**src/design/bsob_pkg.sv**
```systemverilog
// shared types and constants for the buy side order book matcher
// used by the controller, the datapath and the top level
package bsob_pkg;

  typedef enum logic [1:0] {
    REQ_ADD    = 2'd0,
    REQ_MATCH  = 2'd1,
    REQ_CANCEL = 2'd2,
    REQ_NONE   = 2'd3
  } req_e;

  typedef enum logic [2:0] {
    RK_FILL       = 3'd0,
    RK_MATCH_DONE = 3'd1,
    RK_ADD_OK     = 3'd2,
    RK_ADD_FULL   = 3'd3,
    RK_CANCEL_OK  = 3'd4,
    RK_CANCEL_NF  = 3'd5
  } kind_e;

  typedef enum logic [2:0] {
    ST_IDLE,
    ST_SCAN,
    ST_DECIDE,
    ST_FILL,
    ST_OUT
  } state_e;

  localparam logic [31:0] EXEC_MAX = 32'hFFFF_FFFF;

  typedef struct packed {
    logic [1:0]  req_type;
    logic [31:0] order_id;
    logic [31:0] limit_price;
    logic [31:0] order_count;
    logic [31:0] timestamp;
  } req_t;

  typedef struct packed {
    logic [2:0]  result_kind;
    logic [31:0] resting_id;
    logic [31:0] incoming_id;
    logic [31:0] exec_number;
    logic [31:0] fill_price;
    logic [31:0] fill_count;
    logic [31:0] fill_time;
    logic [31:0] total_filled;
    logic        last_item;
  } res_t;

  typedef struct packed {
    logic load;
    logic scan_start;
    logic scan_step;
    logic do_add;
    logic do_fill;
    logic do_cancel;
    logic out_load;
    logic [2:0] out_kind;
  } cmd_t;

  typedef struct packed {
    logic scan_last;
    logic found;
    logic has_free;
    logic want_zero;
    logic fill_limit;
    logic [1:0] req_type;
  } sts_t;

endpackage

```
**src/design/bsob_ctrl.sv**
```systemverilog
// controller state machine for the order book
// depends on bsob_pkg
module bsob_ctrl
  import bsob_pkg::*;
(
  input  logic clk_i,
  input  logic rst_ni,
  input  logic in_valid_i,
  output logic in_stall_o,
  input  logic out_full_i,
  input  sts_t sts_i,
  output cmd_t cmd_o
);

  state_e state_q, state_d;

  always_ff @(posedge clk_i or negedge rst_ni) begin
    if (!rst_ni) begin
      state_q <= ST_IDLE;
    end else begin
      state_q <= state_d;
    end
  end

  always_comb begin
    state_d = state_q;
    unique case (state_q)
      ST_IDLE: begin
        if (in_valid_i) state_d = ST_SCAN;
      end
      ST_SCAN: begin
        if (sts_i.req_type == REQ_NONE) state_d = ST_IDLE;
        else if (sts_i.scan_last) state_d = ST_DECIDE;
      end
      ST_DECIDE: begin
        if (!out_full_i) begin
          if (sts_i.req_type == REQ_MATCH && sts_i.found && !sts_i.want_zero &&
              !sts_i.fill_limit) state_d = ST_FILL;
          else state_d = ST_OUT;
        end
      end
      ST_FILL: state_d = ST_SCAN;
      ST_OUT: state_d = ST_IDLE;
      default: state_d = ST_IDLE;
    endcase
  end

  always_comb begin
    cmd_o = '0;
    in_stall_o = (state_q != ST_IDLE);
    cmd_o.out_kind = RK_FILL;
    unique case (state_q)
      ST_IDLE: begin
        cmd_o.load = in_valid_i;
        cmd_o.scan_start = in_valid_i;
      end
      ST_SCAN: cmd_o.scan_step = 1'b1;
      ST_DECIDE: begin
        if (!out_full_i) begin
          cmd_o.out_load = 1'b1;
          unique case (sts_i.req_type)
            REQ_ADD: begin
              cmd_o.do_add = sts_i.has_free;
              cmd_o.out_kind = sts_i.has_free ? RK_ADD_OK : RK_ADD_FULL;
            end
            REQ_MATCH: begin
              if (sts_i.found && !sts_i.want_zero && !sts_i.fill_limit) begin
                cmd_o.do_fill = 1'b1;
                cmd_o.out_kind = RK_FILL;
              end else begin
                cmd_o.out_kind = RK_MATCH_DONE;
              end
            end
            REQ_CANCEL: begin
              cmd_o.do_cancel = sts_i.found;
              cmd_o.out_kind = sts_i.found ? RK_CANCEL_OK : RK_CANCEL_NF;
            end
            default: cmd_o.out_load = 1'b0;
          endcase
        end
      end
      ST_FILL: cmd_o.scan_start = 1'b1;
      ST_OUT: ;
      default: ;
    endcase
  end

endmodule

```
**config.mk**
```make
export PLATFORM = sky130hd
export DESIGN_NAME = bsob_ctrl
export DESIGN_NICKNAME = d
export VERILOG_FILES = /design/src/design/bsob_pkg.sv /design/src/design/bsob_ctrl.sv
export SDC_FILE = /design/constraint.sdc
export NUM_CORES = 1
export LEC_CHECK = 0
export ABC_AREA = 1
export BUFFER_PORTS_ARGS = -buffer_cell sky130_fd_sc_hd__clkbuf_2
export CAP_MARGIN = 30
export CELL_PAD_IN_SITES_DETAIL_PLACEMENT = 0
export CELL_PAD_IN_SITES_GLOBAL_PLACEMENT = 1
export CORE_UTILIZATION = 22
export CTS_CLUSTER_SIZE = 24
export DETAILED_ROUTE_END_ITERATION = 12
export PLACE_DENSITY = 0.82
export SLEW_MARGIN = 0
export SYNTH_ARGS = -nofsm -noshare
export SYNTH_HDL_FRONTEND = slang
export SYNTH_SLANG_ARGS = --single-unit
```
**constraint.sdc**
```tcl
create_clock -name clk_i -period 1.2 [get_ports clk_i]
set_input_delay 0.24 -clock clk_i [delete_from_list [all_inputs] [get_ports clk_i]]
set_output_delay 0.24 -clock clk_i [all_outputs]
set_load 0.01 [all_outputs]
```
==> results of run 1 <==
[worst register-to-register path: stages (launching register included)]
cell and delay (ps):
dfrtp_1 400, nor2_1 230, nand2_1 130, nor2_2 140, nor2_1 80, nand2_1 60, nand2_1 40
[timing repair]
item | in CTS | in global routing
pin swaps | 2 | 3
setup buffers | 1 | 0
hold endpoints to repair | 3 | 0
hold buffers | 1 | 0
gates resized for setup | 9 | 12
endpoints found under the setup margin | 11 | 14
[per-layer routing]
metal  routed length [µm]  vias up  share of wire
li1                     -      242              -
met1                  374      190           0.42
met2                  482       13           0.54
met3                   43        0          0.048
met4                    0        0              0
met5                    0        -              0
[power by group through the flow]
stage,clock network (µW),logic (µW),registers [µW]
2_1_floorplan,0,309,168
3_3_place_gp,0,505,168
3_5_place_dp,0,507,168
4_1_cts,185,563,176
5_1_grt,200,653,181
6_report,176,579,176
[layout make-up]
class	count	area share
clock buffer	4	0.0474
inverter	16	0.108
multi-input combinational	42	0.402
sequential	3	0.135
tap	15	0.0339
timing repair buffer	26	0.273
[logic make-up (layout without fill, tap and decap cells)]
group | Yosys count | count (layout) | share of synthesized area
buffers and inverters | 16 | 46 | 0.190
AOI/OAI and AO/OA | 2 | 2 | 0.0357
DFF | 3 | 3 | 0.238
and+or+nand+nor | 40 | 40 | 0.536
[synth_stat cells]
master   number  area (µm²)
inv_1        16        60.1
nand3_1       6        30.0
a31oi_1       1        6.26
nor3_1        3        15.0
dfrtp_1       3        75.1
nor2_2        2        12.5
nand4_1       1        6.26
nor2_1        8        30.0
o21ai_0       1        5.00
nand2_1      20        75.1
[worst max-delay path by stage]
stage          endpoint                    from  slack, ps  cells past startpoint
6_report       cmd_o[4]  state_q[2]$_DFFE_PN0P_       -290                      6
5_1_grt        cmd_o[0]  state_q[2]$_DFFE_PN0P_       -390                      6
4_1_cts        cmd_o[0]  state_q[2]$_DFFE_PN0P_       -310                      6
3_5_place_dp   cmd_o[4]  state_q[2]$_DFFE_PN0P_       -100                      6
3_3_place_gp   cmd_o[4]  state_q[2]$_DFFE_PN0P_        -90                      6
2_1_floorplan  cmd_o[4]  state_q[2]$_DFFE_PN0P_        -40                      5
[through the flow]
step	total power, µW	hold WS [ps]	setup slack, ps	instances	setup TNS [ps]
floorplan	478	-55.6	-42.7	61	-85.5
global placement	673	40.8	-86.5	100	-348
detailed placement	676	39.6	-104	100	-437
CTS	924	306	-306	106	-2790
global route	1030	311	-395	106	-3970
finish	932	311	-295	106	-2610
==> results.json, run 1 <==
{
  "ir_drop_mv": 0.573,
  "die_y_um": 39.9,
  "tightest_slew_ps": 230,
  "drtAntennaViolNets": 0,
  "multi_input_area_um2": 223,
  "cts_buffers": 3,
  "setup_slack_ps": -295,
  "grt_usage": 0.127,
  "synth_cell_types": 10,
  "combPwrFrac": 0.621,
  "drt-initial-drc-count": 7,
  "min_path_type": "input pin to flip-flop",
  "swShare": 0.463,
  "setup_viol": 12,
  "start_util": 0.239,
  "cts.clk_slew.worst_paths_ps": 40,
  "placed_area_um2": 462,
  "finalHoldViolCount": 0,
  "routedWlPerCell_um": 8.49,
  "status": "complete, but fails checks",
  "power_frac_clock": 0.189,
  "stdcell_area_um2": 554,
  "reg.largest.list": "state_q (3)",
  "cp_cell_sequence": "inv_2 > nand2_2 > nor2_4 > nand2_4 > nor3_2 > buf_2",
  "mostFrequentLayoutCells": "nand2_1 (17), inv_1 (14), clkbuf_2 (14)",
  "first_global_vias": 365,
  "max_stage_delay_ps": 380,
  "seqPwrFrac": 0.189,
  "p_int_uw": 501,
  "grt_pass1_wl_um": 1370,
  "drv_cap": 0,
  "r2r-end": "state_q[0]$_DFFE_PN0P_",
  "slowest_stage": "dfrtp_1",
  "antenna_found_initial": 0,
  "first_pass_iters": 3,
  "rows": 13,
  "rsz0062_at_grt": "true",
  "final_common_cell": "nand2_1",
  "cts_tree": "done",
  "drc": 0,
  "use_met1": 0.145,
  "fin_crit_sh": 1.25,
  "violations": "setup timing",
  "nFillCells": 140,
  "area_growth_pct": 75.8,
  "clockRootBuffer": "clkbuf_4",
  "post-route-util": 0.421,
  "coreArea_um2": 1320,
  "power.density_nw_per_um2": 1680,
  "dp_hpwl_um": 661,
  "cts_buffer_depth": 2,
  "critPathTopFamily": "simple AND/OR/NAND/NOR gates",
  "holdPathEnd": "state_q[1]$_DFFE_PN0P_",
  "reg2reg_from": "state_q[1]$_DFFE_PN0P_",
  "wl_um": 900,
  "grt-ovfl-total": 0,
  "leakagePower_uw": 0.000354,
  "max_freq_ghz": 0.669,
  "drive_gt1_frac": 0.440,
  "start_kind": "flip-flop",
  "globalRouteMet3Util": 0.0170,
  "n_antenna_cell": 0,
  "r2r_slack_ps": 0,
  "grt_max_degree": 6,
  "power_switching_uw": 431,
  "path_class": "flip-flop to output port",
  "postSynthAreaPerCell_um2": 5.17,
  "postSynthCellCount": 61,
  "fp.dieW_um": 39.9,
  "ys_seq_area_frac": 0.238,
  "synth_warnings": 0,
  "largest_reg_flops": 3,
  "cts.sinks": 3,
  "cp-end-kind": "output port",
  "maxSlewHeadroom": 0.846,
  "gp_congestion": 0.769,
  "pin_count": 22,
  "top_usage_layer": "met2",
  "port-buffer-count": 21,
  "synth.net_count": 72,
  "required_ps": 960,
  "via_count": 445,
  "grt_util_met2": 0.230,
  "fin_skew_ps": 6.59,
  "path_max_fanout": 5,
  "synth_area_um2": 315,
  "holdPathStages": 3,
  "regArea_um2": 75.1,
  "synth_seq_cells": 3,
  "reg2reg_depth": 6,
  "cts_max_level": 1,
  "top_register": "state_q",
  "slew_viol_final": 0,
  "die_area_um2": 1590,
  "hold_start": "out_full_i",
  "arrival_ps": 1250,
  "path_buf_inv": 2,
  "worst_skew_pair.late_latency_ps": 230,
  "post-route-min-period_ps": 1490,
  "viasPerCell": 4.20,
  "nets": 103
}
(Power assumes the default switching activity.)
==> run 2: changes to the inputs <==
--- a/config.mk
+++ b/config.mk
@@ -8,12 +8,11 @@
 export ABC_AREA = 1
 export BUFFER_PORTS_ARGS = -buffer_cell sky130_fd_sc_hd__clkbuf_2
 export CAP_MARGIN = 30
-export CELL_PAD_IN_SITES_DETAIL_PLACEMENT = 0
-export CELL_PAD_IN_SITES_GLOBAL_PLACEMENT = 1
-export CORE_UTILIZATION = 22
+export CORE_AREA = 2 2 39 41
 export CTS_CLUSTER_SIZE = 24
 export DETAILED_ROUTE_END_ITERATION = 12
-export PLACE_DENSITY = 0.82
+export DIE_AREA = 0 0 41 43
+export PLACE_DENSITY = 0.61
 export SLEW_MARGIN = 0
 export SYNTH_ARGS = -nofsm -noshare
 export SYNTH_HDL_FRONTEND = slang
==> results.json, run 2 (synthesized netlist as in run 1, its figures left out) <==
{
  "largest_reg_flops": 3,
  "max_stage_delay_ps": 370,
  "first_global_vias": 374,
  "hold_start": "out_full_i",
  "globalRouteMet3Util": 0.0366,
  "ir_drop_mv": 0.529,
  "rsz0062_at_grt": "true",
  "start_util": 0.228,
  "cts_buffers": 3,
  "use_met1": 0.124,
  "tightest_slew_ps": 191,
  "finalSetupTns_ps": -2420,
  "start_kind": "flip-flop",
  "fin_crit_sh": 1.22,
  "top_usage_layer": "met2",
  "path_buf_inv": 2,
  "final_common_cell": "nand2_1",
  "nFillCells": 146,
  "rows": 14,
  "slowest_stage": "dfrtp_1",
  "placed_area_um2": 478,
  "gp_congestion": 0.674,
  "die_y_um": 43,
  "drc": 0,
  "stdcell_area_um2": 569,
  "grt_util_met2": 0.175,
  "drt-initial-drc-count": 7,
  "cts_tree": "done",
  "coreArea_um2": 1380,
  "critPathTopFamily": "flip-flops",
  "die_area_um2": 1760,
  "min_path_type": "input pin to flip-flop",
  "grt_usage": 0.108,
  "dp_hpwl_um": 717,
  "required_ps": 960,
  "max_freq_ghz": 0.681,
  "arrival_ps": 1230,
  "path_class": "flip-flop to output port",
  "maxSlewHeadroom": 0.872,
  "setup_viol": 11,
  "area_growth_pct": 80.6,
  "status": "complete, but fails checks",
  "power.density_nw_per_um2": 1650,
  "leakagePower_uw": 0.000372,
  "first_pass_iters": 4,
  "dp_slack_ps": -94.6,
  "wl_um": 871,
  "cp-end-kind": "output port",
  "top_register": "state_q",
  "nets": 106,
  "cts_max_level": 1,
  "clockRootBuffer": "clkbuf_4",
  "n_antenna_cell": 0,
  "port-buffer-count": 21,
  "cts.clk_slew.worst_paths_ps": 40,
  "fp.dieW_um": 41,
  "finalHoldViolCount": 0,
  "post-route-min-period_ps": 1470,
  "antenna_found_initial": 0,
  "holdPathStages": 3,
  "slew_viol_final": 0,
  "drtAntennaViolNets": 0,
  "routedWlPerCell_um": 7.92,
  "cp_cell_sequence": "inv_2 > nand2_2 > nor2_4 > nand3_2 > a31oi_1 > buf_2",
  "cts.sinks": 3,
  "path_max_fanout": 3,
  "cts_buffer_depth": 2,
  "drv_cap": 0,
  "setup_slack_ps": -269,
  "via_count": 444,
  "violations": "setup timing",
  "grt_max_degree": 6,
  "reg.largest.list": "state_q (3)",
  "viasPerCell": 4.04,
  "reg2reg_depth": 6,
  "holdPathEnd": "state_q[1]$_DFFE_PN0P_",
  "worst_skew_pair.late_latency_ps": 230,
  "r2r-end": "state_q[1]$_DFFE_PN0P_",
  "grt-ovfl-total": 0,
  "mostFrequentLayoutCells": "nand2_1 (18), inv_1 (15), clkbuf_2 (14)",
  "fin_skew_ps": 5.79,
  "grt_pass1_wl_um": 1330,
  "r2r_slack_ps": 10,
  "drive_gt1_frac": 0.447,
  "pin_count": 22,
  "reg2reg_from": "state_q[1]$_DFFE_PN0P_"
}
run 2: changes by cell type in the layout (fill, tap and decap cells not counted), sizes merged:
cell  change
buf       +3
run 2: area by class of cell:
| type | count | area [µm²] | area share |
|---|---|---|---|
| clock buffers | 4 | 26.3 | 0.0462 |
| inverters | 16 | 60.1 | 0.105 |
| multi-input cells | 42 | 220 | 0.387 |
| flip-flops and latches | 3 | 75.1 | 0.132 |
| well taps | 16 | 20.0 | 0.0352 |
| repair buffers | 29 | 168 | 0.295 |
run 2: repair_timing:
action | in CTS | in global routing
pin swaps | 3 | 2
resized for setup | 2 | 16
buffers inserted | 1 | 1
endpoints found under the hold margin | 3 | 0
setup endpoints to repair | 11 | 14
hold buffers | 1 | 0
run 2: worst max path at each step:
stage                           start        to  slack (ps)  depth (start not counted)
4_1_cts        state_q[2]$_DFFE_PN0P_  cmd_o[0]        -330                          6
3_3_place_gp   state_q[2]$_DFFE_PN0P_  cmd_o[6]         -60                          6
6_report       state_q[2]$_DFFE_PN0P_  cmd_o[0]        -270                          6
2_1_floorplan  state_q[2]$_DFFE_PN0P_  cmd_o[4]         -40                          5
3_5_place_dp   state_q[2]$_DFFE_PN0P_  cmd_o[4]         -90                          6
5_1_grt        state_q[2]$_DFFE_PN0P_  cmd_o[0]        -400                          6
run 2: where the power goes:
| part | total, µW | internal (µW) | switching, µW |
|---|---|---|---|
| clock network | 171 | 124 | 47.3 |
| logic | 589 | 251 | 338 |
| registers | 181 | 140 | 40.6 |
| total | 941 | 515 | 426 |
run 2: through the flow:
step | utilization | hold slack (ps) | power, µW | std cells
floorplan | - | -55.6 | 478 | 61
global placement | 0.345 | 38.3 | 690 | 103
detailed placement | 0.345 | 38.8 | 698 | 103
CTS | 0.382 | 314 | 895 | 109
global route | 0.411 | 322 | 1050 | 110
finish | 0.411 | 319 | 941 | 110
run 2: worst reg2reg max path: cells and delay by family (launching register included):
| family | cells | cell delay, ps |
|---|---|---|
| and+or+nand+nor | 6 | 680 |
| DFF | 1 | 400 |
run 2: metal layers:
metal,vias to the layer above,share of wire
met1,178,0.45
li1,249,-
met2,17,0.46
met5,-,0
met3,0,0.087
met4,0,0
==> run 3: changes to the inputs <==
--- a/config.mk
+++ b/config.mk
@@ -5,14 +5,13 @@
 export SDC_FILE = /design/constraint.sdc
 export NUM_CORES = 1
 export LEC_CHECK = 0
-export ABC_AREA = 1
 export BUFFER_PORTS_ARGS = -buffer_cell sky130_fd_sc_hd__clkbuf_2
 export CAP_MARGIN = 30
 export CORE_AREA = 2 2 39 41
 export CTS_CLUSTER_SIZE = 24
 export DETAILED_ROUTE_END_ITERATION = 12
 export DIE_AREA = 0 0 41 43
-export PLACE_DENSITY = 0.61
+export PLACE_DENSITY = 0.58
 export SLEW_MARGIN = 0
 export SYNTH_ARGS = -nofsm -noshare
 export SYNTH_HDL_FRONTEND = slang
==> constraint.sdc (replaced) <==
create_clock -name clk_i -period 1.2 [get_ports clk_i]
set_input_delay 0.24 -clock clk_i [delete_from_list [all_inputs] [get_ports clk_i]]
set_output_delay 0.24 -clock clk_i [all_outputs]
set_load 0.005 [all_outputs]
==> results.json, run 3 <==
{
  "status": "complete, but fails checks",
  "violations": "setup timing",
  "synth_seq_cells": 3,
  "area_growth_pct": 147,
  "postSynthCellCount": 37,
  "min_path_type": "input pin to flip-flop",
  "postSynth.asyncResetShare": 1.00,
  "drive_gt1_frac": 0.728,
  "maxSlewHeadroom": 0.869,
  "viasPerCell": 4.43,
  "path_max_fanout": 4,
  "setup_slack_ps": -694,
  "dpl.cell_count": 85,
  "cts_buffer_depth": 2,
  "required_ps": 960,
  "p_int_uw": 691,
  "grt_pass1_wl_um": 1560,
  "ys_seq_area_frac": 0.275,
  "drt-initial-drc-count": 0,
  "dp_hpwl_um": 673,
  "synth_edf_count": 0,
  "stdcell_area_um2": 673,
  "max_stage_delay_ps": 540,
  "rows": 14,
  "layoutNonFillerInstCount": 97,
  "synth_warnings": 0,
  "post-route-min-period_ps": 1890,
  "setup_viol": 13,
  "cp_cell_sequence": "or4b_4 > or2_4 > nor2_2 > clkbuf_2",
  "drtAntennaViolNets": 0,
  "swShare": 0.365,
  "coreArea_um2": 1380,
  "via_count": 430,
  "grt_max_degree": 8,
  "fin_crit_sh": 1.58,
  "tightest_slew_ps": 194,
  "pin_count": 22,
  "largest_reg_flops": 3,
  "placed_area_um2": 485,
  "die_y_um": 43,
  "path_buf_inv": 1,
  "combPwrFrac": 0.681,
  "fin_skew_ps": 1.42,
  "postSynthAreaPerCell_um2": 7.37,
  "max_freq_ghz": 0.528,
  "cts.clk_slew.worst_paths_ps": 40,
  "holdPathStages": 2,
  "power_switching_uw": 396,
  "finalHoldViolCount": 0,
  "nets": 93,
  "synth_area_leaders": "dfrtp_1 (28%), a21oi_1 (11%), nor2_1 (8.3%)",
  "reg.largest.list": "state_q (3)",
  "slew_viol_final": 0,
  "path_class": "flip-flop to output port",
  "start_kind": "flip-flop",
  "final_common_cell": "clkbuf_2",
  "reg2reg_depth": 4,
  "synth_top_area_share": 0.275,
  "leakagePower_uw": 0.000331,
  "gp_congestion": 0.706,
  "cp-end-kind": "output port",
  "ir_drop_mv": 0.585,
  "clockRootBuffer": "clkbuf_4",
  "antenna_found_initial": 0,
  "top_register": "state_q",
  "post-route-util": 0.486,
  "hold_start": "sts_i[6]",
  "arrival_ps": 1650,
  "holdPathEnd": "state_q[0]$_DFFE_PN0P_",
  "reg2reg_from": "state_q[2]$_DFFE_PN0P_",
  "r2r-end": "state_q[2]$_DFFE_PN0P_",
  "rsz0062_at_grt": "true",
  "mostFrequentLayoutCells": "clkbuf_2 (17), buf_4 (14)",
  "drc": 0,
  "start_util": 0.197,
  "wl_um": 1070,
  "grt_usage": 0.130,
  "die_area_um2": 1760,
  "seqPwrFrac": 0.150,
  "first_pass_iters": 1,
  "synth_top_cell_by_area": "dfrtp_1",
  "synthFlopType": "dfrtp_1",
  "port-buffer-count": 21,
  "dp_slack_ps": -439,
  "nFillCells": 140,
  "routedWlPerCell_um": 11.0,
  "fp.dieW_um": 41,
  "cts_max_level": 1,
  "synth_area_um2": 273,
  "worst_skew_pair.late_latency_ps": 240,
  "drv_cap": 0,
  "first_global_vias": 401,
  "synth.net_count": 48,
  "synth_cell_types": 19,
  "synthTopCellsByCount": "a21oi_1 (6), nor2_1 (6), nand2_1 (4), dfrtp_1 (3), nor3b_1 (3)",
  "grt-ovfl-total": 0,
  "cts_tree": "done",
  "power.density_nw_per_um2": 1610,
  "critPathTopFamily": "simple AND/OR/NAND/NOR gates",
  "slowest_stage": "or4b_4",
  "timing.hold.ws_ps": 234,
  "n_antenna_cell": 0,
  "r2r_slack_ps": -150,
  "power_frac_clock": 0.170,
  "cts_buffers": 3,
  "cts.sinks": 3
}
==> run 3: cell types whose count changed after synthesis, moves of 2 or more <==
| cell | before | now |
|---|---|---|
| nand2b_1 | 0 | 2 |
| nand3_1 | 6 | 1 |
| inv_1 | 16 | 1 |
| nor2_1 | 8 | 6 |
| a21oi_1 | 0 | 6 |
| nand2_1 | 20 | 4 |
| nor2_2 | 2 | 0 |
| nor3_1 | 3 | 1 |
| nor3b_1 | 0 | 3 |
==> run 3: cell families (layout without fill, tap and decap cells) <==
family,after synthesis,count (layout),share of synthesized area
AOI/OAI and AO/OA,10,10,0.216
buffers and inverters,1,45,0.0137
DFF,3,3,0.275
and+or+nand+nor,23,23,0.495
==> run 3: power by group through the flow <==
stage | sequential (µW) | clock (µW) | combinational [µW]
6_report | 163 | 184 | 740
4_1_cts | 162 | 189 | 612
3_5_place_dp | 158 | 0 | 449
2_1_floorplan | 181 | 0 | 191
5_1_grt | 166 | 206 | 809
3_3_place_gp | 157 | 0 | 451
==> run 3: stage by stage <==
| step | total power [µW] | TNS, ps |
|---|---|---|
| after floorplan | 372 | -1940 |
| after global placement | 608 | -2820 |
| after detailed placement | 606 | -2800 |
| after CTS | 963 | -5630 |
| after global routing | 1180 | -6850 |
| final | 1090 | -5950 |
==> run 3: worst max-delay path by stage <==
stage          slack (ps)  cells after the start  endpoint                   start
2_1_floorplan        -360                      3  cmd_o[4]  state_q[2]$_DFFE_PN0P_
3_3_place_gp         -420                      5  cmd_o[2]              out_full_i
3_5_place_dp         -440                      4  cmd_o[4]  state_q[2]$_DFFE_PN0P_
4_1_cts              -690                      4  cmd_o[4]  state_q[2]$_DFFE_PN0P_
5_1_grt              -750                      4  cmd_o[4]  state_q[2]$_DFFE_PN0P_
6_report             -690                      4  cmd_o[4]  state_q[2]$_DFFE_PN0P_
==> run 3: worst register-to-register path, cell delays in order, from the launching register on <==
cell and delay, ps:
dfrtp_1 380, or4b_4 550, buf_4 150, buf_6 110, a21oi_2 90
==> run 3: layer usage <==
metal  wire length [µm]  global-route usage
met5                  0                   0
met4                 16              0.0800
met3                 72              0.0209
met2                568               0.194
met1                414               0.165
==> run 3: timing repair <==
action / CTS / global route
gates cloned: 0 / 0
buffers inserted: 4 / 6
hold endpoints to repair: 3 / 0
hold buffers: 1 / 0
gates resized for setup: 11 / 17
pin swaps: 3 / 6
endpoints found under the setup margin: 13 / 13
==> run 3: cell type report <==
cell class,instances,area [µm²],area share
Multi-Input combinational cell,33,283,0.420
Sequential cell,3,75.1,0.112
Inverter,1,3.75,0.00558
Tap cell,16,20.0,0.0297
Clock buffer,4,26.3,0.0390
Timing Repair Buffer,40,265,0.394
